===== src/rtl/slpg_pkg.sv =====
// shared constants, codes and control structs of the sobol leapfrog point generator
package slpg_pkg;

  // default configuration of the generator
  localparam int DIMENSIONS_DEF = 32;
  localparam int WORD_BITS_DEF  = 32;
  localparam int MAX_OUT        = 32;

  // port field widths
  localparam int OP_W       = 2;
  localparam int DIM_W      = 5;
  localparam int LVL_W      = 5;
  localparam int IN_WORD_W  = 32;
  localparam int COORD_W    = 32;
  localparam int LS_W       = 4;
  localparam int OFS_W      = 10;
  localparam int CFG_IDX_W  = 2;
  localparam int CFG_DATA_W = 10;

  // operation codes
  localparam logic [OP_W-1:0] OP_LOAD    = 2'd0;
  localparam logic [OP_W-1:0] OP_PREPARE = 2'd1;
  localparam logic [OP_W-1:0] OP_NEXT    = 2'd2;

  // register indexes
  localparam logic [CFG_IDX_W-1:0] CFG_LEAP_SHIFT   = 2'd0;
  localparam logic [CFG_IDX_W-1:0] CFG_START_OFFSET = 2'd1;

  // control broadcast from the sequencer to every cell
  typedef struct packed {
    logic clr;          // clear point and common word
    logic acc_xor;      // fold direction word into the point
    logic take_common;  // capture direction word as the common leap term
    logic leap_wr;      // write one leap word
    logic shift;        // rotate points one cell toward cell 0
    logic upd;          // xor the fetched leap word into the point
  } cell_ctl_t;

  // result request from the sequencer to the output register
  typedef struct packed {
    logic             emit;
    logic [DIM_W-1:0] dim_index;
    logic             last;
    logic             exhausted;
  } out_req_t;

endpackage


===== src/rtl/slpg_cell.sv =====
// one dimension of the generator: direction and leap words plus the point word
module slpg_cell #(
  parameter int WORD_BITS = slpg_pkg::WORD_BITS_DEF
) (
  input  logic                         clk,
  input  logic                         rst_n,
  input  slpg_pkg::cell_ctl_t          ctl,
  input  logic [$clog2(WORD_BITS)-1:0] rd_addr,
  input  logic [$clog2(WORD_BITS)-1:0] wr_addr,
  input  logic                         dir_we,
  input  logic [$clog2(WORD_BITS)-1:0] dir_wa,
  input  logic [WORD_BITS-1:0]         dir_wd,
  input  logic [WORD_BITS-1:0]         point_in,
  output logic [WORD_BITS-1:0]         point_out
);
  import slpg_pkg::*;

  logic [WORD_BITS-1:0] dir_mem [WORD_BITS];
  logic [WORD_BITS-1:0] leap_mem [WORD_BITS];
  logic [WORD_BITS-1:0] dir_q_r;
  logic [WORD_BITS-1:0] leap_q_r;
  logic [WORD_BITS-1:0] common_r;
  logic [WORD_BITS-1:0] point_r;

  assign point_out = point_r;

  // direction words, written by load requests
  always_ff @(posedge clk) begin
    if (dir_we) begin
      dir_mem[dir_wa] <= dir_wd;
    end
    dir_q_r <= dir_mem[rd_addr];
  end

  // leap words, written during the second prepare sweep
  always_ff @(posedge clk) begin
    if (ctl.leap_wr) begin
      leap_mem[wr_addr] <= dir_q_r ^ common_r;
    end
    leap_q_r <= leap_mem[rd_addr];
  end

  // common leap term: direction word at level leap_shift - 1
  always_ff @(posedge clk) begin
    priority if (ctl.clr) begin
      common_r <= '0;
    end else if (ctl.take_common) begin
      common_r <= dir_q_r;
    end else begin
      common_r <= common_r;
    end
  end

  // point word: start point build, ring rotation, leap update
  always_ff @(posedge clk) begin
    if (!rst_n) begin
      point_r <= '0;
    end else begin
      priority if (ctl.clr) begin
        point_r <= '0;
      end else if (ctl.acc_xor) begin
        point_r <= point_r ^ dir_q_r;
      end else if (ctl.shift) begin
        point_r <= point_in;
      end else if (ctl.upd) begin
        point_r <= point_r ^ leap_q_r;
      end else begin
        point_r <= point_r;
      end
    end
  end

endmodule


===== config.mk =====
export PLATFORM = sky130hd
export DESIGN_NAME = slpg_cell
export DESIGN_NICKNAME = d
export VERILOG_FILES = /design/src/rtl/slpg_pkg.sv /design/src/rtl/slpg_cell.sv
export SDC_FILE = /design/constraint.sdc
export NUM_CORES = 2
export LEC_CHECK = 0
export ABC_AREA = 0
export ABC_CLOCK_PERIOD_IN_PS = 7400
export BUFFER_PORTS_ARGS = -buffer_cell sky130_fd_sc_hd__buf_2
export CAP_MARGIN = 20
export CORE_MARGIN = 1.5
export CORE_UTILIZATION = 25
export DETAILED_ROUTE_END_ITERATION = 7
export PLACE_DENSITY_LB_ADDON = 0.1
export SYNTH_ARGS = -nofsm -noshare
export SYNTH_HDL_FRONTEND = slang
export SYNTH_SLANG_ARGS = --single-unit

===== constraint.sdc =====
create_clock -name clk -period 7.4 [get_ports clk]
set_input_delay 0.74 -clock clk [delete_from_list [all_inputs] [get_ports clk]]
set_output_delay 0.74 -clock clk [all_outputs]
set_load 0.05 [all_outputs]

* Yosys cells after proc, flatten, opt, wreduce, memory -nomap -nowiden
Memory sizes are Yosys's and may differ from the RTL's. A register that Yosys moved wholly into a read port is not among the register bits. Index checks and enable logic that the tools add are counted.
Operators by class: multiplexer cells 7, bitwise operators 4, reductions and logical operators 2
Operators with widths (number):
- $mux W32 | 3
- $xor A32 B32 Y32 | 3
- $mux W1 | 4
- $reduce_bool A3 Y1 | 1
- $reduce_or A2 Y1 | 1
- $not A1 Y1 | 1
Storage, ports and cells: register bits 64, bits in writable memories 2048, output and inout bits 32, memories kept 2
Memory list:
- dir_mem | words 32, width 32, read ports 1, clocked after memory_dff 1, wr ports 1, line slpg_cell.sv:18 | logic [WORD_BITS-1:0] dir_mem [WORD_BITS];
- leap_mem | words 32, width 32, read ports 1, clocked after memory_dff 1, wr ports 1, line slpg_cell.sv:19 | logic [WORD_BITS-1:0] leap_mem [WORD_BITS];

* Depth between registers and ports, before layout
word-level depth 4, gate-level depth with buffers 8, mapped depth without buffers 4

* Worst setup path after synthesis
No wires, ideal clock.
path type in2reg, start point in dir_wa[1], end point mem dir_mem[12][0] in the netlist's numbering (enable), library setup time 0.421 ns, arrival 2.753 ns, data required time 6.979 ns, slack 4.225 ns, stages on the path 3, path through or3b_2 clkbuf_1 nor2_1
RTL lines:
- start: declaration | line slpg_cell.sv:11 | input logic [$clog2(WORD_BITS)-1:0] dir_wa,
- end: declaration | line slpg_cell.sv:18
No word-level cell before the write port.

==> run summary <==
Leakage = 30.5 nW
Register-to-Register Path Depth = 4
Worst Skew = 0.0444 ns
Final-layout fill cell count = 31.9k
Chip Height = 577 um
Fin cells = 8816
Crit-path max FO = 30
CP Data Required Time = 8.16 ns
Setup CP Type = in -> reg
Final #Nets = 4351
DRT antenna net count = 0
Initial antenna violation count = 23
Synth warn = 0
Net switching power = 6.41 mW
Area share of the largest cell type after synthesis = 74.6%
RSZ-0062 raised after global routing = false
CP Launch Type = input port
Core area = 328000 um^2
Average wire per cell in the routed design = 30.8 um
Clock latency at the later pin of the worst-skew pair = 0.91 ns
Slew @ Worst Pin = 1.10 ns
Sequential power share = 51.2%
Drt via density = 4.63
Reg2Reg Setup Slack = 5.24 ns
Die ar. = 333000 um^2
CP top delay family = buffers and inverters
DRC = 0
H-tree depth = 4
Mapped cell area = 82400 um^2
Pin count of the biggest net entering global routing = 79
Vias in the first global route = 42.4k
Initial DRC Count = 3388
CTS hold repair buffers = 0
Crit path cell chain = buf_2 > or2_2 > or2_4 > buf_4 > o221ai_1 > a211oi_1
Die X = 577 um
Number of clock sinks = 2176
Clock root cell = clkbuf_16
WP buf/inv = 2
Min Tclk post-route = 3.13 ns
Clock buffer count from CTS = 243
Commonest non-fill, non-tap cell in the layout = edfxtp_1
# rows = 210
Max stage delay on crit path = 0.71 ns
Register area share after synthesis = 77.7%
Setup TNS = 0 ns
Reg2reg end = leap_q_r[10]
Critical path data arrival time = 3.89 ns
Layout area overhead = 17.9%
Cell Pwr Density = 286 nW/um^2
Layout cells sized above 1 = 24.5%
First-pass GRT wire length = 371 mm
Worst hold endpoint = point_out[13]
CTS resizes = 0
DRT Wirelength = 271 mm
Drt first pass iters = 5
Clock share of power = 42.6%
Initial core utilization = 25.2%
Tot GR Track Use = 16.1%
Global route overflow = 0
Max cap viols = 0
Seq cells post-synth = 2176
Worst IR Drop VDD = 0.000212 V
Switch share = 23.0%
Number of I/O pins = 120
IO Port Bufs = 119
Endpoint type of the worst setup path = flop
Clock tree buffer depth = 4
Crit-path slowest cell = buf_4
Final setup fails = 0
Hold Path Class = in -> reg
Net Count, Synth = 4075
Top cell type by total area after synthesis = edfxtp_1
DP HPWL = 151 mm
Hold Crit Start = point_in[13]
Reg clk slew, reported paths = 0.06 ns
Critical path depth in cells = 6
Count of final hold-check violations = 0
Mapped Avg Cell Area = 20.7 um^2
Via count = 40.8k
Combinational cell fraction of total power = 6.2%
CTS tree = yes
P_int = 21.4 mW
Max-slew headroom = 26.2%
Slew Limit Fails = 0
Placed cell count = 8363
Most frequent cells in the layout = edfxtp_1, mux4_2, mux2i_1, clkbuf_16, a22oi_1
Syn Inst Count = 3987
Hold Path Depth = 3
Gp weighted congestion = 0.705
Synth top area cells = edfxtp_1, mux4_2, mux2i_1
Distinct cells, synth = 38
RR Startpoint = leap_mem[24][10]
Tcrit/Tclk final = 42.3%
Setup bufs post-CTS = 0
FMAX = 0.320 GHz
Status = completed
[cells in the mapped netlist]
library cell     n
nand3_1         21
buf_4           46
nand2b_1         4
a211oi_1        61
or3_1            4
inv_1           65
nor3_1           3
o21ai_0         32
mux4_1           5
buf_1            4
nand3b_1        12
a221oi_1         1
o22a_1          15
or2_2            3
mux4_2         386
and2_1           3
o32ai_1          3
buf_2           88
dfxtp_1        128
or3b_2           5
or2_1            1
nand4_1          7
edfxtp_1      2048
clkbuf_1        90
a22oi_1        163
nand2_1         11
a21oi_1        119
buf_6            3
buf_12           1
nor4_1          38
o221ai_1        15
a22o_1           1
xor2_1          32
nor2_1         109
nor2_2           1
o22ai_1        143
mux2i_1        295
nor2b_1         21
[power by group through the flow]
stage / clock network, mW / logic (mW) / registers [mW]
after floorplan: 0 / 0.919 / 14.4
after global placement: 0 / 1.70 / 14.5
after detailed placement: 0 / 1.78 / 14.5
after CTS: 12.2 / 1.78 / 14.2
after global routing: 12.6 / 1.88 / 14.2
final: 11.9 / 1.73 / 14.2
[cells by family after synthesis]
| family | after synthesis | synth area share, % |
|---|---|---|
| DFF | 2176 | 77.7 |
| muxes | 686 | 14.3 |
| AOI/OAI and AO/OA | 553 | 4.42 |
| buffers and inverters | 297 | 1.74 |
| and+or+nand+nor | 243 | 1.48 |
| xor gates and xnor gates | 32 | 0.340 |
[how the worst max path moves through the flow]
stage,startpoint,end,slack [ns]
3_3_place_gp,rd_addr[1],leap_q_r[25],3.24
4_1_cts,rd_addr[1],leap_q_r[31],4.19
5_1_grt,rd_addr[4],dir_q_r[22],4.15
3_5_place_dp,rd_addr[1],leap_q_r[31],3.20
2_1_floorplan,dir_wa[1],dir_mem[12][0],4.23
6_report,rd_addr[4],dir_q_r[22],4.27
[sequential cells by signal, summed over array words and instances (netlist names)]
register,count
leap_mem,1024
dir_q_r,32
point_out,32
common_r,32
leap_q_r,32
dir_mem,1024
[tightest hold or removal path, delay by kind of cell]
family | cells | cell delay (ns)
buffers and inverters | 1 | 0.07
AOI/OAI and AO/OA | 2 | 0.20
[layer usage]
metal	GRT usage (%)	vias up	wire length [um]
li1	-	17200	-
met4	3.13	0	4630
met3	2.19	308	10200
met1	22.3	22500	124000
met2	27.2	889	132000
met5	0	-	0
[through the flow]
step	hold slack [ns]	power (mW)	area [um^2]	setup slack (ns)	util [%]
2_1_floorplan	0.481	15.3	82400	4.23	-
3_3_place_gp	0.494	16.2	89200	3.24	27.2
3_5_place_dp	0.502	16.3	89500	3.20	27.3
4_1_cts	0.0541	28.2	97100	4.19	29.6
5_1_grt	0.110	28.8	97200	4.15	29.7
6_report	0.141	27.8	97200	4.27	29.7
[area by class of cell]
cell class              count  area (um^2)  share of cell area (%)
clock buffers             336         6620                    6.82
repair buffers            263         2010                    2.07
flip-flops and latches   2176        64100                    65.9
clock inverters           113         1070                    1.10
diodes                      3         7.51                 0.00773
inverters                  65          244                   0.251
well taps                4346         5440                    5.60
multi-input cells        1514        17700                    18.2
(Power assumes the default switching activity.)
