==> src/rtl/slpg_pkg.sv <==
// shared constants, codes and control structs of the sobol leapfrog point generator
package slpg_pkg;

  // default configuration of the generator
  localparam int DIMENSIONS_DEF = 32;
  localparam int WORD_BITS_DEF  = 32;
  localparam int MAX_OUT        = 32;

  // port field widths
  localparam int OP_W       = 2;
  localparam int DIM_W      = 5;
  localparam int LVL_W      = 5;
  localparam int IN_WORD_W  = 32;
  localparam int COORD_W    = 32;
  localparam int LS_W       = 4;
  localparam int OFS_W      = 10;
  localparam int CFG_IDX_W  = 2;
  localparam int CFG_DATA_W = 10;

  // operation codes
  localparam logic [OP_W-1:0] OP_LOAD    = 2'd0;
  localparam logic [OP_W-1:0] OP_PREPARE = 2'd1;
  localparam logic [OP_W-1:0] OP_NEXT    = 2'd2;

  // register indexes
  localparam logic [CFG_IDX_W-1:0] CFG_LEAP_SHIFT   = 2'd0;
  localparam logic [CFG_IDX_W-1:0] CFG_START_OFFSET = 2'd1;

  // control broadcast from the sequencer to every cell
  typedef struct packed {
    logic clr;          // clear point and common word
    logic acc_xor;      // fold direction word into the point
    logic take_common;  // capture direction word as the common leap term
    logic leap_wr;      // write one leap word
    logic shift;        // rotate points one cell toward cell 0
    logic upd;          // xor the fetched leap word into the point
  } cell_ctl_t;

  // result request from the sequencer to the output register
  typedef struct packed {
    logic             emit;
    logic [DIM_W-1:0] dim_index;
    logic             last;
    logic             exhausted;
  } out_req_t;

endpackage

==> src/rtl/slpg_ctrl.sv <==
// sequencer: registers, step count, trailing-zero scan and per-request phases
module slpg_ctrl #(
  parameter int DIMENSIONS = slpg_pkg::DIMENSIONS_DEF,
  parameter int WORD_BITS  = slpg_pkg::WORD_BITS_DEF
) (
  input  logic                              clk,
  input  logic                              rst_n,
  input  logic                              in_valid,
  output logic                              in_stall,
  input  logic [slpg_pkg::OP_W-1:0]         in_operation,
  input  logic                              cfg_valid,
  input  logic [slpg_pkg::CFG_IDX_W-1:0]    cfg_index,
  input  logic [slpg_pkg::CFG_DATA_W-1:0]   cfg_data,
  input  logic                              out_ready,
  output slpg_pkg::cell_ctl_t               ctl,
  output logic [$clog2(WORD_BITS)-1:0]      rd_addr,
  output logic [$clog2(WORD_BITS)-1:0]      wr_addr,
  output slpg_pkg::out_req_t                req
);
  import slpg_pkg::*;

  localparam int LW   = $clog2(WORD_BITS);
  localparam int CW   = $clog2(WORD_BITS + 1);
  localparam int SW   = $clog2(DIMENSIONS + 1);
  localparam int NOUT = (DIMENSIONS < MAX_OUT) ? DIMENSIONS : MAX_OUT;

  localparam logic [2:0] ST_IDLE     = 3'd0;
  localparam logic [2:0] ST_PREP_A   = 3'd1;
  localparam logic [2:0] ST_PREP_B   = 3'd2;
  localparam logic [2:0] ST_EMIT     = 3'd3;
  localparam logic [2:0] ST_UPD_WAIT = 3'd4;
  localparam logic [2:0] ST_UPD_XOR  = 3'd5;

  logic [2:0]           state_r;
  logic [CW-1:0]        c_r;
  logic [SW-1:0]        sh_r;
  logic [WORD_BITS-1:0] count_r;
  logic [WORD_BITS-1:0] scan_r;
  logic [CW-1:0]        tz_r;
  logic                 scan_busy_r;
  logic                 exh_r;
  logic [LS_W-1:0]      leap_shift_r;
  logic [OFS_W-1:0]     start_offset_r;

  logic                 accept;
  logic                 s_big;
  logic [WORD_BITS-1:0] stride;
  logic [WORD_BITS:0]   sum;
  logic                 exh_now;
  logic                 scan_start;
  logic [CW-1:0]        idx_w;
  logic [LW-1:0]        idx;
  logic                 data_ph;
  logic [OFS_W-1:0]     gray;
  logic [OFS_W-1:0]     gray_sh;
  logic                 can_shift;
  logic                 c_done;
  logic                 sh_last;

  assign in_stall = (state_r != ST_IDLE);
  assign accept   = in_valid && !in_stall;

  // stride and wrap check of the step count
  assign s_big   = (32'(leap_shift_r) >= WORD_BITS);
  assign stride  = s_big ? '0 : (WORD_BITS'(1) << leap_shift_r);
  assign sum     = {1'b0, count_r} + {1'b0, stride};
  assign exh_now = s_big || sum[WORD_BITS];
  assign scan_start = accept && (in_operation == OP_NEXT) && !exh_now;

  // sweep index c_r - 1; the registered read data belongs to that level
  assign idx_w   = c_r - CW'(1);
  assign idx     = idx_w[LW-1:0];
  assign data_ph = (c_r != '0);
  assign c_done  = (c_r == CW'(WORD_BITS));

  // gray code of the start offset selects the levels of the start point
  assign gray    = start_offset_r ^ (start_offset_r >> 1);
  assign gray_sh = gray >> idx;

  assign can_shift = (32'(sh_r) >= NOUT) || out_ready;
  assign sh_last   = (sh_r == SW'(DIMENSIONS - 1));

  // cell control
  always_comb begin
    ctl.clr         = (state_r == ST_PREP_A) && !data_ph;
    ctl.acc_xor     = (state_r == ST_PREP_A) && data_ph && gray_sh[0];
    ctl.take_common = (state_r == ST_PREP_A) && data_ph && (leap_shift_r != '0) &&
                      (32'(idx) + 32'd1 == 32'(leap_shift_r));
    ctl.leap_wr     = (state_r == ST_PREP_B) && data_ph;
    ctl.shift       = (state_r == ST_EMIT) && can_shift;
    ctl.upd         = (state_r == ST_UPD_XOR);
  end

  assign rd_addr = (state_r == ST_UPD_WAIT) ? tz_r[LW-1:0] : c_r[LW-1:0];
  assign wr_addr = idx;

  // result request to the output register
  always_comb begin
    req.emit      = ctl.shift && (32'(sh_r) < NOUT);
    req.dim_index = DIM_W'(sh_r);
    req.last      = (32'(sh_r) == NOUT - 1);
    req.exhausted = exh_r;
  end

  // configuration registers
  always_ff @(posedge clk) begin
    if (!rst_n) begin
      leap_shift_r   <= '0;
      start_offset_r <= '0;
    end else if (cfg_valid) begin
      unique case (cfg_index)
        CFG_LEAP_SHIFT:   leap_shift_r   <= cfg_data[LS_W-1:0];
        CFG_START_OFFSET: start_offset_r <= cfg_data[OFS_W-1:0];
        default: ;
      endcase
    end
  end

  // phase sequencer and step count
  always_ff @(posedge clk) begin
    if (!rst_n) begin
      state_r <= ST_IDLE;
      c_r     <= '0;
      sh_r    <= '0;
      count_r <= '0;
    end else begin
      unique case (state_r)
        ST_IDLE: begin
          if (accept) begin
            unique case (in_operation)
              OP_PREPARE: begin
                state_r <= ST_PREP_A;
                c_r     <= '0;
                count_r <= '0;
              end
              OP_NEXT: begin
                state_r <= ST_EMIT;
                sh_r    <= '0;
                if (!exh_now) begin
                  count_r <= sum[WORD_BITS-1:0];
                end
              end
              default: ;
            endcase
          end
        end
        ST_PREP_A: begin
          if (c_done) begin
            state_r <= ST_PREP_B;
            c_r     <= '0;
          end else begin
            c_r <= c_r + CW'(1);
          end
        end
        ST_PREP_B: begin
          if (c_done) begin
            state_r <= ST_IDLE;
            c_r     <= '0;
          end else begin
            c_r <= c_r + CW'(1);
          end
        end
        ST_EMIT: begin
          if (can_shift) begin
            sh_r <= sh_r + SW'(1);
            if (sh_last) begin
              state_r <= exh_r ? ST_IDLE : ST_UPD_WAIT;
            end
          end
        end
        ST_UPD_WAIT: begin
          if (!scan_busy_r) begin
            state_r <= ST_UPD_XOR;
          end
        end
        ST_UPD_XOR: begin
          state_r <= ST_IDLE;
        end
        default: begin
          state_r <= ST_IDLE;
        end
      endcase
    end
  end

  // trailing-zero scan of the new count, one bit per cycle
  always_ff @(posedge clk) begin
    if (!rst_n) begin
      scan_busy_r <= 1'b0;
    end else if (scan_start) begin
      scan_busy_r <= 1'b1;
    end else if (scan_busy_r && scan_r[0]) begin
      scan_busy_r <= 1'b0;
    end
  end

  always_ff @(posedge clk) begin
    if (scan_start) begin
      scan_r <= sum[WORD_BITS-1:0];
      tz_r   <= '0;
    end else if (scan_busy_r && !scan_r[0]) begin
      scan_r <= scan_r >> 1;
      tz_r   <= tz_r + CW'(1);
    end
    if (accept && (in_operation == OP_NEXT)) begin
      exh_r <= exh_now;
    end
  end

endmodule

==> config.mk <==
export PLATFORM = sky130hd
export DESIGN_NAME = slpg_ctrl
export DESIGN_NICKNAME = d
export VERILOG_FILES = /design/src/rtl/slpg_pkg.sv /design/src/rtl/slpg_ctrl.sv
export SDC_FILE = /design/constraint.sdc
export NUM_CORES = 1
export LEC_CHECK = 0
export ABC_CLOCK_PERIOD_IN_PS = 6650
export BUFFER_PORTS_ARGS = -buffer_cell sky130_fd_sc_hd__clkbuf_2
export CAP_MARGIN = 20
export CELL_PAD_IN_SITES_DETAIL_PLACEMENT = 0
export CELL_PAD_IN_SITES_GLOBAL_PLACEMENT = 1
export CORE_ASPECT_RATIO = 1.4
export CORE_MARGIN = 1
export CORE_UTILIZATION = 51
export CTS_BUF_LIST = sky130_fd_sc_hd__clkbuf_4 sky130_fd_sc_hd__clkbuf_8 sky130_fd_sc_hd__clkbuf_16
export CTS_CLUSTER_SIZE = 40
export DETAILED_ROUTE_END_ITERATION = 10
export GPL_TIMING_DRIVEN = 0
export HOLD_SLACK_MARGIN = 0.02
export PLACE_DENSITY_LB_ADDON = 0.1
export SYNTH_ARGS = -nofsm -noshare
export SYNTH_HDL_FRONTEND = slang
export SYNTH_SLANG_ARGS = --single-unit
==> constraint.sdc <==
create_clock -name clk -period 6.65 [get_ports clk]
set_input_delay 0.9975 -clock clk [delete_from_list [all_inputs] [get_ports clk]]
set_output_delay 0.9975 -clock clk [all_outputs]
set_load 0.1 [all_outputs]
# Yosys cells after proc, flatten, opt, wreduce, memory -nomap -nowiden
# Cells that the tools add are included.
# word_totals
register_bits,101
inputBits,19
output_inout_bits,25
wordCells,101
# classes
addsub,6
n_lt_le_gt_ge,2
eq_ne,21
n_shift,2
muxes,24
bitwise,1
reduce_logical,35
# op_table
op,count
32-bit 2-to-1 mux,3
32-bit case mux with 2 select lines,1
6-bit 2-to-1 mux,6
32-bit by 32-bit adder with 33-bit output,1
1-bit by 4-bit << shifter with 32-bit output (first input constant),1
6-bit case mux with 2 select lines,2
3-bit 2-to-1 mux,7
6-bit by 1-bit adder with 6-bit output (second input constant),3
2-bit != test (second input constant),8
3-bit case mux with 5 select lines,1
1-bit logical AND,13
2-bit nonzero test,5
10-bit by 5-bit >> shifter with 1-bit output,1
10-bit by 9-bit bitwise XOR with 10-bit output,1
4-bit AND reduction,2
7-bit AND reduction,1
5-bit by 1-bit adder with 6-bit output (second input constant),1
3-bit by 2-bit equality test with 1-bit output (second input constant),2
3-bit equality test (second input constant),2
6-bit by 4-bit equality test with 1-bit output,1
6-bit by 5-bit equality test with 1-bit output (second input constant),1
6-bit equality test (second input constant),1
6-bit >= comparator (second input constant),1
6-bit less-than comparator (second input constant),1
other kinds (19),25

# Depth between registers and ports, before layout
# Gate-level depths: netlist (run 1).
# depth
ltp_word,6
mapped_depth,13
mapped_depth_nobuf,11

# Least setup slack after synthesis (run 1)
# Ideal clock, no wire load.
# synth_timing
path_type,reg-to-output
start,register c_r[0]
end,output port ctl[4] in the netlist's numbering
t_arrival_ns,6.337
t_required_ns,5.653
setup_slack_ns,-0.685
path_stages_with_launch,7
n_path_buf,1
path_cell_list,dfxtp_1 > clkbuf_1 > inv_1 > ha_1 > xor2_1 > mux2i_1 > nor4_1
# synth_rtl
element,line,source
"start, declared",slpg_ctrl.sv:35,logic [CW-1:0] c_r;
"start signal, assigned",slpg_ctrl.sv:152,c_r <= c_r + CW'(1);
"start signal, assigned",slpg_ctrl.sv:160,c_r <= c_r + CW'(1);
"end, declared",slpg_ctrl.sv:15,"output slpg_pkg::cell_ctl_t ctl,"

==> flow_summary.ini, run 1 <==
[routing]
vias_per_cell = 5.873
dr_total_vias = 5045
wirelength_um = 14540
ant_nets = 0
routed_wire_length_per_instance_um = 16.93
detail_route.first_pass.iterations = 5
drt_first_iter_violations = 234
drt_drc_violations_left = 0

[placement]
io_buffers = 43
place_ws_ns = 2.217
finalWeightedCongestion = 0.9100
detailedPlacementHpwl_um = 10700

[hold_path]
cell_count_of_the_worst_hold_path = 1
holdCritStartpoint = count_r[10]
hold_class = reg2reg
worst_hold_path_endpoint = count_r[10]

[setup_path]
reg2reg_slack_ns = 2.22
path_class = reg2out
worst_path_largest_cell_delay_ns = 0.48
worstPathRequired_ns = 5.65
cp.arrival_ns = 3.63
cp-start-kind = register
critical-path-slowest-cell = sky130_fd_sc_hd__a2111oi_0
critPathTopFamily = buffers and inverters
worstReg2RegEnd = scan_r[14]
cp_cell_instances = clkbuf_1, inv_1, ha_1, clkbuf_1, nor3_1, mux2_2, a21oi_1, nor2_1, a2111oi_0, a211oi_1, clkbuf_2
cp_num_buf_inv = 4
worstSetupPathDepth = 11
rr_startpoint = leap_shift_r[3]
cpMostUsedCell = sky130_fd_sc_hd__clkbuf_1
timing.critical_path.to_type = output port
worstPathMaxFanout = 10
rr_worst_depth = 12

[power]
internal-power_mw = 1.149
maximum_vdd_drop_uv = 130.2
power_density_mw_per_mm2 = 276.0
comb_power_share_pct = 35.5
p_leak_nw = 2.804
clock_power_share_pct = 27.1
sw_power_uw = 750.2
p_seq_share_pct = 37.4
power_switching_share_pct = 39.50

[sta]
setup_viol = 0
finalWorstPathRequiredPeriod_ns = 4.626
transition_at_the_pin_with_the_smallest_max_transition_slack_ns = 0.8370
final.period_utilization_pct = 69.56
rsz0062_at_grt = no
clock.fmax_ghz = 0.2162
timing.final.hold_violations = 0
fin_worst_skew_ns = 0.01109
fin_worst_hold_slack_ns = 0.4844
timing.final.max_slew_violations = 0
fin_ws_ns = 2.024
relSlewSlack_pct = 44.20

[global_route]
grt.overflow.total = 0
grt_pass1_wl_um = 23890
grt_antenna_before_repair = 0
grt_pass1_vias = 4903
largest_net_degree_at_the_start_of_global_routing = 33
track_usage_pct = 24.39

[final_layout]
synthToLayoutAreaGrowth_pct = 11.51
num_antenna_cells = 0
drive_gt1_share_pct = 16.43
mostFrequentLayoutCell = sky130_fd_sc_hd__dfxtp_1
filler_cell_count = 1072
design.final.nets = 751
final_cell_mix = sky130_fd_sc_hd__dfxtp_1 (67), sky130_fd_sc_hd__nor2_1 (49), sky130_fd_sc_hd__clkbuf_2 (43)
ff_latch_area_mm2 = 0.002332
footprint_of_the_multi_input_gates_mm2 = 0.003571

[clocking]
cts-hold-fix-buffers = 0
post_cts_clock_slew_at_the_launch_and_capture_registers_of_the_worst_setup_and_hold_paths_ns = 0.07
cts_tree = done
clk_latency_ns = 0.35
clockBufferDepth = 2
cts_root_buf = sky130_fd_sc_hd__clkbuf_16
post_cts_sizing = 0
clock_sinks = 100
cts-buffers-inserted = 9
cts-htree-levels = 3
post_cts_buffers = 0

[logic_synthesis]
yosys_register_bits = 100
synthDistinctLibCells = 66
syn_area_mm2 = 0.006172
synthFlopType = sky130_fd_sc_hd__dfxtp_1
fraction_of_synthesis_flops_using_an_asynchronous_set_or_reset_pin_pct = 0
synth_cells = 652
synthesis.area_per_instance_um2 = 9.467
yosys_warnings = 0
synth_sequential_area_ratio_pct = 37.79
synth-edff-count = 33
postSynthNetCount = 696

[die]
die_width_um = 94.98
core_mm2 = 0.01182
placement_rows = 47
boundaryPins = 44
die-area_mm2 = 0.01255
initial_utilization_pct = 52.22
die_y_um = 132.2

[outcome]
run_status = finished, final reports clean

[flow_run]
maximum_capacitance_violations = 0
## cell type report
class	instances	share of cell area (%)
plain buffers	38	2.818
clock inverters	5	0.4908
well taps	147	2.672
multi-input cells	490	51.88
inverters	24	1.309
clock buffers	11	3.745
flip-flops and latches	100	33.88
repair buffers	44	3.199
## how the worst max path moves through the flow
stage	startpoint	to
after floorplan	c_r[0]	ctl[4]
after global placement	leap_shift_r[3]	scan_r[14]
after detailed placement	leap_shift_r[3]	scan_r[14]
after CTS	c_r[0]	ctl[3]
after global routing	c_r[0]	ctl[3]
final	c_r[0]	ctl[3]
## synth_stat cells, types with 4 or more instances
cell                       instances  area (um2)
sky130_fd_sc_hd__a21boi_0          4       30.03
sky130_fd_sc_hd__mux2_2           11       123.9
sky130_fd_sc_hd__dfxtp_1          67        1341
sky130_fd_sc_hd__a22o_1           16       140.1
sky130_fd_sc_hd__a21oi_1          32       160.2
sky130_fd_sc_hd__or3_1            10       62.56
sky130_fd_sc_hd__o21a_1            7       52.55
sky130_fd_sc_hd__mux2_4           21       315.3
sky130_fd_sc_hd__edfxtp_1         33       991.0
sky130_fd_sc_hd__xnor2_1          22       192.7
sky130_fd_sc_hd__o21ai_0          22       110.1
sky130_fd_sc_hd__nor3_1           15       75.07
sky130_fd_sc_hd__ha_1             24       300.3
sky130_fd_sc_hd__nor2_1           49       183.9
sky130_fd_sc_hd__nor2b_1          21       131.4
sky130_fd_sc_hd__and4_1            5       43.79
sky130_fd_sc_hd__mux2i_1          23       230.2
sky130_fd_sc_hd__a31oi_1          20       125.1
sky130_fd_sc_hd__nand3_1          18       90.09
sky130_fd_sc_hd__inv_1            24       90.09
sky130_fd_sc_hd__nor4_1            4       25.02
sky130_fd_sc_hd__nand4_1          13       81.33
sky130_fd_sc_hd__clkbuf_1         25       93.84
sky130_fd_sc_hd__nand2b_1          7       43.79
sky130_fd_sc_hd__nand2_1          38       142.6
sky130_fd_sc_hd__xor2_1           24       210.2
sky130_fd_sc_hd__and3_1            8       50.05
sky130_fd_sc_hd__buf_4             9       67.56
sky130_fd_sc_hd__a21o_1           11       82.58
sky130_fd_sc_hd__or4_1             4       30.03
sky130_fd_sc_hd__o211ai_1          8       60.06
sky130_fd_sc_hd__a211oi_1          8       60.06
## routing by layer
layer | global-route usage (%) | share of wire, % | up-vias | routed length (um)
li1 | - | - | 2511 | -
met1 | 29.54 | 43 | 2416 | 6249
met2 | 42.81 | 52 | 91 | 7567
met3 | 3.633 | 3.0 | 27 | 431
met4 | 9.007 | 2.0 | 0 | 290
met5 | 0 | 0 | - | 0
## flip-flops by register name (all words and copies together) (netlist names)
register / count
c_r: 6
count_r: 32
scan_busy_r: 1
start_offset_r: 10
scan_r: 32
leap_shift_r: 4
state_r: 3
exh_r: 1
tz_r: 5
sh_r: 6
## kinds of logic after synthesis
| family | synth area share, % |
|---|---|
| compound gates | 17.37 |
| xor+xnor | 6.527 |
| fa+ha+maj | 5.190 |
| buf+inv | 4.602 |
| flops | 37.79 |
| mux | 10.85 |
| simple gates | 17.68 |
## power by group through the flow
stage               registers, mW  clock network, mW  logic [mW]
floorplan                   0.715                  0       0.559
global placement            0.722                  0       0.661
detailed placement          0.723                  0       0.674
CTS                         0.710              0.529       0.675
global route                0.715              0.553       0.719
finish                      0.710              0.516       0.674
## per-stage QoR
| stage | std cells | instance area (um2) | util, % | TNS (ns) | total power [mW] |
|---|---|---|---|---|---|
| 6_report | 859 | 6883 | 58.23 | 0 | 1.900 |
| 5_1_grt | 859 | 6883 | 58.23 | 0 | 1.987 |
| 4_1_cts | 858 | 6878 | 58.19 | 0 | 1.913 |
| 3_5_place_dp | 842 | 6586 | 55.72 | 0 | 1.397 |
| 3_3_place_gp | 842 | 6586 | 55.72 | 0 | 1.384 |
| 2_1_floorplan | 652 | 6187 | - | -0.1089 | 1.274 |
No activity file was read; power rests on OpenSTA's default activity.
==> inputs of run 2 (changes only) <==
Settings changed: ABC_CLOCK_PERIOD_IN_PS 6650 to 3900, CORE_UTILIZATION 51 to 43.
Clock period 6.65 ns to 3.9 ns, I/O delays scaled along.
==> run 2 against run 1 <==
Cell count rose by 4.7%; critical path depth did not move; die area rose by 18%; core utilization fell by 7.3 points; clock power rose by 72%; register-to-register slack got worse by 1.9 ns; highest routed layer unchanged.
==> flow_summary.ini, run 2 (synthesis results as in run 1) <==
[global_route]
track_usage_pct = 20.68
grt_pass1_wl_um = 23640
largest_net_degree_at_the_start_of_global_routing = 19
grt.overflow.total = 0
grt_antenna_before_repair = 0
grt_pass1_vias = 4685

[placement]
io_buffers = 43
detailedPlacementHpwl_um = 10880
finalWeightedCongestion = 0.8881

[setup_path]
cp-start-kind = register
rr_worst_depth = 12
cp_cell_instances = clkbuf_8, clkinvlp_4, ha_4, clkbuf_2, nor3_1, mux2_2, a21oi_1, nor2_1, a2111oi_2, a211oi_4, clkbuf_2
reg2reg_slack_ns = 0.30
timing.critical_path.to_type = output port
worstPathMaxFanout = 10
cpMostUsedCell = sky130_fd_sc_hd__clkbuf_2
worstReg2RegEnd = count_r[22]
rr_startpoint = leap_shift_r[3]
cp.arrival_ns = 3.07
critical-path-slowest-cell = sky130_fd_sc_hd__a2111oi_2
worstPathRequired_ns = 3.31
worst_path_largest_cell_delay_ns = 0.45
path_class = reg2out

[final_layout]
num_antenna_cells = 0
footprint_of_the_multi_input_gates_mm2 = 0.003712
design.final.nets = 753
filler_cell_count = 1298
top_regs = count_r x32, scan_r x32, start_offset_r x10
mostFrequentLayoutCell = sky130_fd_sc_hd__dfxtp_1
drive_gt1_share_pct = 19.61
ff_latch_area_mm2 = 0.002332
synthToLayoutAreaGrowth_pct = 15.24
final_cell_mix = sky130_fd_sc_hd__dfxtp_1 (67), sky130_fd_sc_hd__nor2_1 (49), sky130_fd_sc_hd__clkbuf_2 (46)

[hold_path]
worst_hold_path_endpoint = start_offset_r[4]
hold_class = in2reg
holdCritStartpoint = cfg_data[4]
cell_count_of_the_worst_hold_path = 3

[routing]
detail_route.first_pass.iterations = 4
routed_wire_length_per_instance_um = 16.50
wirelength_um = 14840
ant_nets = 0
vias_per_cell = 5.528
drt_drc_violations_left = 0
dr_total_vias = 4970
drt_first_iter_violations = 168

[die]
placement_rows = 51
boundaryPins = 44
core_mm2 = 0.01397
initial_utilization_pct = 44.17
die-area_mm2 = 0.01484
die_width_um = 103.3
die_y_um = 143.8

[power]
p_leak_nw = 2.849
total_power_mw = 3.348
power_density_mw_per_mm2 = 470.8
maximum_vdd_drop_uv = 433.8

[clocking]
cts-buffers-inserted = 9
post_cts_clock_slew_at_the_launch_and_capture_registers_of_the_worst_setup_and_hold_paths_ns = 0.08
clock_sinks = 100
cts-hold-fix-buffers = 0
cts_tree = done
clockBufferDepth = 2
cts-htree-levels = 3
cts_root_buf = sky130_fd_sc_hd__clkbuf_16
clk_latency_ns = 0.35

[sta]
fin_worst_skew_ns = 0.01196
final.period_utilization_pct = 93.62
final.setup.tns_ns = 0
relSlewSlack_pct = 34.67
clock.fmax_ghz = 0.2739
timing.final.max_slew_violations = 0
transition_at_the_pin_with_the_smallest_max_transition_slack_ns = 0.9778
setup_viol = 0
finalWorstPathRequiredPeriod_ns = 3.651
timing.final.hold_violations = 0
rsz0062_at_grt = no

[flow_run]
maximum_capacitance_violations = 0

[outcome]
run_status = finished, final reports clean
## run 2: cell types whose count changed in the layout (fill, tap and decap cells not counted), moves of 2 or more
cell | previous run | this run
sky130_fd_sc_hd__or2_4 | 0 | 2
sky130_fd_sc_hd__clkinvlp_4 | 0 | 4
sky130_fd_sc_hd__inv_1 | 24 | 22
sky130_fd_sc_hd__buf_4 | 9 | 14
sky130_fd_sc_hd__ha_4 | 0 | 2
sky130_fd_sc_hd__clkbuf_1 | 25 | 18
sky130_fd_sc_hd__clkbuf_2 | 43 | 46
sky130_fd_sc_hd__nor4_1 | 4 | 2
sky130_fd_sc_hd__inv_6 | 0 | 2
sky130_fd_sc_hd__a2111oi_2 | 0 | 2
sky130_fd_sc_hd__ha_1 | 24 | 22
sky130_fd_sc_hd__clkinv_2 | 2 | 0
## run 2: final cells by class
cell class,count,share of cell area (%)
clock buffer,10,3.272
inverter,24,1.372
sequential,100,32.79
clock inverter,6,0.8091
buffer,35,2.762
tap,185,3.254
timing repair buffer,48,3.553
multi-input combinational,491,52.19
## run 2: critical path, delay by kind of cell, from the launching register on
| family | cells | cell delay, ns |
|---|---|---|
| compound gates | 3 | 0.64 |
| fa+ha+maj | 1 | 0.30 |
| buf+inv | 4 | 1.00 |
| flops | 1 | 0.38 |
| mux | 1 | 0.26 |
| simple gates | 2 | 0.14 |
## run 2: power breakdown
part / switching (mW) / total (mW) / internal [mW]
clock: 0.433 / 0.885 / 0.452
combinational: 0.885 / 1.25 / 0.367
sequential: 0.0497 / 1.21 / 1.16
total: 1.37 / 3.35 / 1.98
## run 2: through the flow
| stage | cell area [um2] | std cells | hold WS (ns) | setup slack (ns) | utilization, % |
|---|---|---|---|---|---|
| after floorplan | 6305 | 652 | 0.4490 | -0.1018 | - |
| after global placement | 6751 | 880 | 0.4624 | -1.078 | 48.31 |
| after detailed placement | 6751 | 880 | 0.4653 | -0.6120 | 48.31 |
| after CTS | 7069 | 898 | 0.4806 | 0.05543 | 50.59 |
| after global routing | 7113 | 899 | 0.4909 | 0.06094 | 50.90 |
| final | 7113 | 899 | 0.4852 | 0.2490 | 50.90 |
## run 2: worst max path at each step
stage / from / endpoint / slack, ns
after detailed placement: leap_shift_r[3] / scan_r[11] / -0.61
after floorplan: c_r[0] / ctl[4] / -0.10
after global placement: leap_shift_r[3] / scan_r[14] / -1.08
after CTS: leap_shift_r[0] / scan_r[14] / 0.06
after global routing: c_r[0] / ctl[3] / 0.06
final: c_r[0] / ctl[3] / 0.25
## run 2: routing by layer
metal | up-vias | global-route usage [%] | wire (um)
met4 | 0 | 7.191 | 259
met3 | 21 | 3.356 | 384
met2 | 79 | 36.14 | 7517
met5 | - | 0 | 0
met1 | 2367 | 25.34 | 6675
li1 | 2503 | - | -
## run 2: repair_timing
item	CTS	global route
gates cloned	1	0
gates resized for setup	4	7
pin swaps	1	2
hold endpoints to repair	0	0
setup endpoints to repair	43	63
buffers inserted	2	3
==> inputs of run 3 (changes only) <==
Settings changed: CORE_ASPECT_RATIO 1.4 to 0.6, GPL_TIMING_DRIVEN 0 to not set, SETUP_SLACK_MARGIN set to 0.4.
==> run 3 against run 2 <==
Register-to-register slack better by 0.32 ns; clock power down 1%; setup slack better by 0.28 ns; power up 0.51%; core utilization up 0.21 points; maximum frequency up 8.4%; sequential power up 4%; critical path depth down 2; global-route usage up 1.6 points; first-iteration DRC count up 110%; combinational power about the same; via count up 1.6%; highest routed layer unchanged.
==> flow_summary.ini, run 3 (synthesis results as in run 1) <==
[global_route]
largest_net_degree_at_the_start_of_global_routing = 33
track_usage_pct = 22.30
grt.overflow.total = 0
grt_antenna_before_repair = 0
gr-max-usage-layer = met1
groute.layer.met3.usage_pct = 4.543
grt_pass1_wl_um = 25280
use_met2_pct = 30.10
use_met1_pct = 35.48
grt_pass1_vias = 4621

[die]
die_y_um = 94.81
die_width_um = 156.7
core_mm2 = 0.01383
boundaryPins = 44
placement_rows = 33
initial_utilization_pct = 44.62
die-area_mm2 = 0.01485

[clocking]
cts-hold-fix-buffers = 0
clock_sinks = 100
post_cts_clock_slew_at_the_launch_and_capture_registers_of_the_worst_setup_and_hold_paths_ns = 0.07
cts_root_buf = sky130_fd_sc_hd__clkbuf_16
cts-htree-levels = 3
cts-buffers-inserted = 9
clockBufferDepth = 2
clk_latency_ns = 0.36
cts_tree = done

[routing]
drt_drc_violations_left = 0
vias_per_cell = 5.698
drt_first_iter_violations = 359
ant_nets = 0
detail_route.first_pass.iterations = 5
routed_wire_length_per_instance_um = 17.92
dr_total_vias = 5048
wirelength_um = 15880

[setup_path]
worstPathRequired_ns = 3.31
cp.arrival_ns = 2.78
worstPathMaxFanout = 13
path_class = reg2out
cp-start-kind = register
timing.critical_path.to_type = output port

[final_layout]
mostFrequentLayoutCell = sky130_fd_sc_hd__dfxtp_1
drive_gt1_share_pct = 20.89
number_of_standard_cells_in_the_layout_taps_in_and_fillers_out = 886
num_antenna_cells = 0
top_regs = count_r x32, scan_r x32, start_offset_r x10
synthToLayoutAreaGrowth_pct = 14.53
final_cell_mix = sky130_fd_sc_hd__dfxtp_1 (62), sky130_fd_sc_hd__nor2_1 (49), sky130_fd_sc_hd__clkbuf_2 (42)
post-route-util_pct = 51.11
design.final.nets = 733

[power]
power_density_mw_per_mm2 = 476.1
p_leak_nw = 2.828
maximum_vdd_drop_uv = 254.6

[outcome]
run_status = finished, final reports clean

[placement]
io_buffers = 43
detailedPlacementHpwl_um = 11650
dp_cells = 866
finalWeightedCongestion = 0.8532

[sta]
final.period_utilization_pct = 86.39
relSlewSlack_pct = 46.50
fin_worst_skew_ns = 0.01777
rsz0062_at_grt = no
transition_at_the_pin_with_the_smallest_max_transition_slack_ns = 0.8024
timing.final.hold_violations = 0
clock.fmax_ghz = 0.2968
finalWorstPathRequiredPeriod_ns = 3.369
timing.final.max_slew_violations = 0
setup_viol = 0

[flow_run]
maximum_capacitance_violations = 0

[hold_path]
hold_class = reg2reg
[run 3: metal layers]
layer  part of all wire, %  vias to the layer above
li1                      -                     2458
met1                    56                     2475
met2                    40                      101
met3                   4.2                       14
met4                  0.54                        0
met5                     0                        -
[run 3: power by group]
part / switching (mW) / leakage [nW] / internal (mW)
clock network: 0.423 / 0.143 / 0.449
registers: 0.0940 / 0.849 / 1.17
logic: 0.857 / 1.84 / 0.377
[run 3: final timing paths]
kind                                 startpoint          end  slack, ns  cells past startpoint
worst max-delay path                     c_r[0]       ctl[3]       0.53                      9
worst min-delay path                count_r[11]  count_r[11]       0.49                      1
worst max register to register  leap_shift_r[2]    scan_r[6]       0.62                     11
worst min register to register      count_r[11]  count_r[11]       0.49                      1
[run 3: layout make-up]
class | count | area [um2]
clock inverter | 6 | 46.29
clock buffer | 10 | 232.7
multi-input combinational | 490 | 3736
fill | 1325 | 6763
sequential | 100 | 2341
timing repair buffer | 64 | 375.4
tap | 192 | 240.2
inverter | 24 | 97.59
[run 3: stage by stage]
stage	TNS, ns	power, mW	instance area, um2	setup WS, ns	hold WS, ns
global placement	0	2.463	6689	0.3243	0.4648
finish	0	3.366	7069	0.5309	0.4874
global route	0	3.529	7069	0.4339	0.5032
CTS	0	3.371	6997	0.4262	0.4844
floorplan	-0.06108	2.267	6311	-0.06108	0.4490
detailed placement	0	2.480	6689	0.1932	0.4653
[run 3: worst max-delay path: stages (launching register included)]
cell and delay, ns:
sky130_fd_sc_hd__dfxtp_4 0.48, sky130_fd_sc_hd__clkinvlp_4 0.23, sky130_fd_sc_hd__ha_4 0.40, sky130_fd_sc_hd__nor3_1 0.06
sky130_fd_sc_hd__mux2_2 0.27, sky130_fd_sc_hd__a21oi_1 0.16, sky130_fd_sc_hd__nor2_1 0.09, sky130_fd_sc_hd__a2111oi_4 0.38
sky130_fd_sc_hd__a211oi_4 0.06, sky130_fd_sc_hd__clkbuf_4 0.29
[run 3: timing repair]
item | CTS | global route
resized for setup | 5 | 11
pin swaps | 0 | 2
endpoints found under the hold margin | 0 | 0
gates cloned | 0 | 0
setup buffers | 1 | 3
setup endpoints to repair | 77 | 90
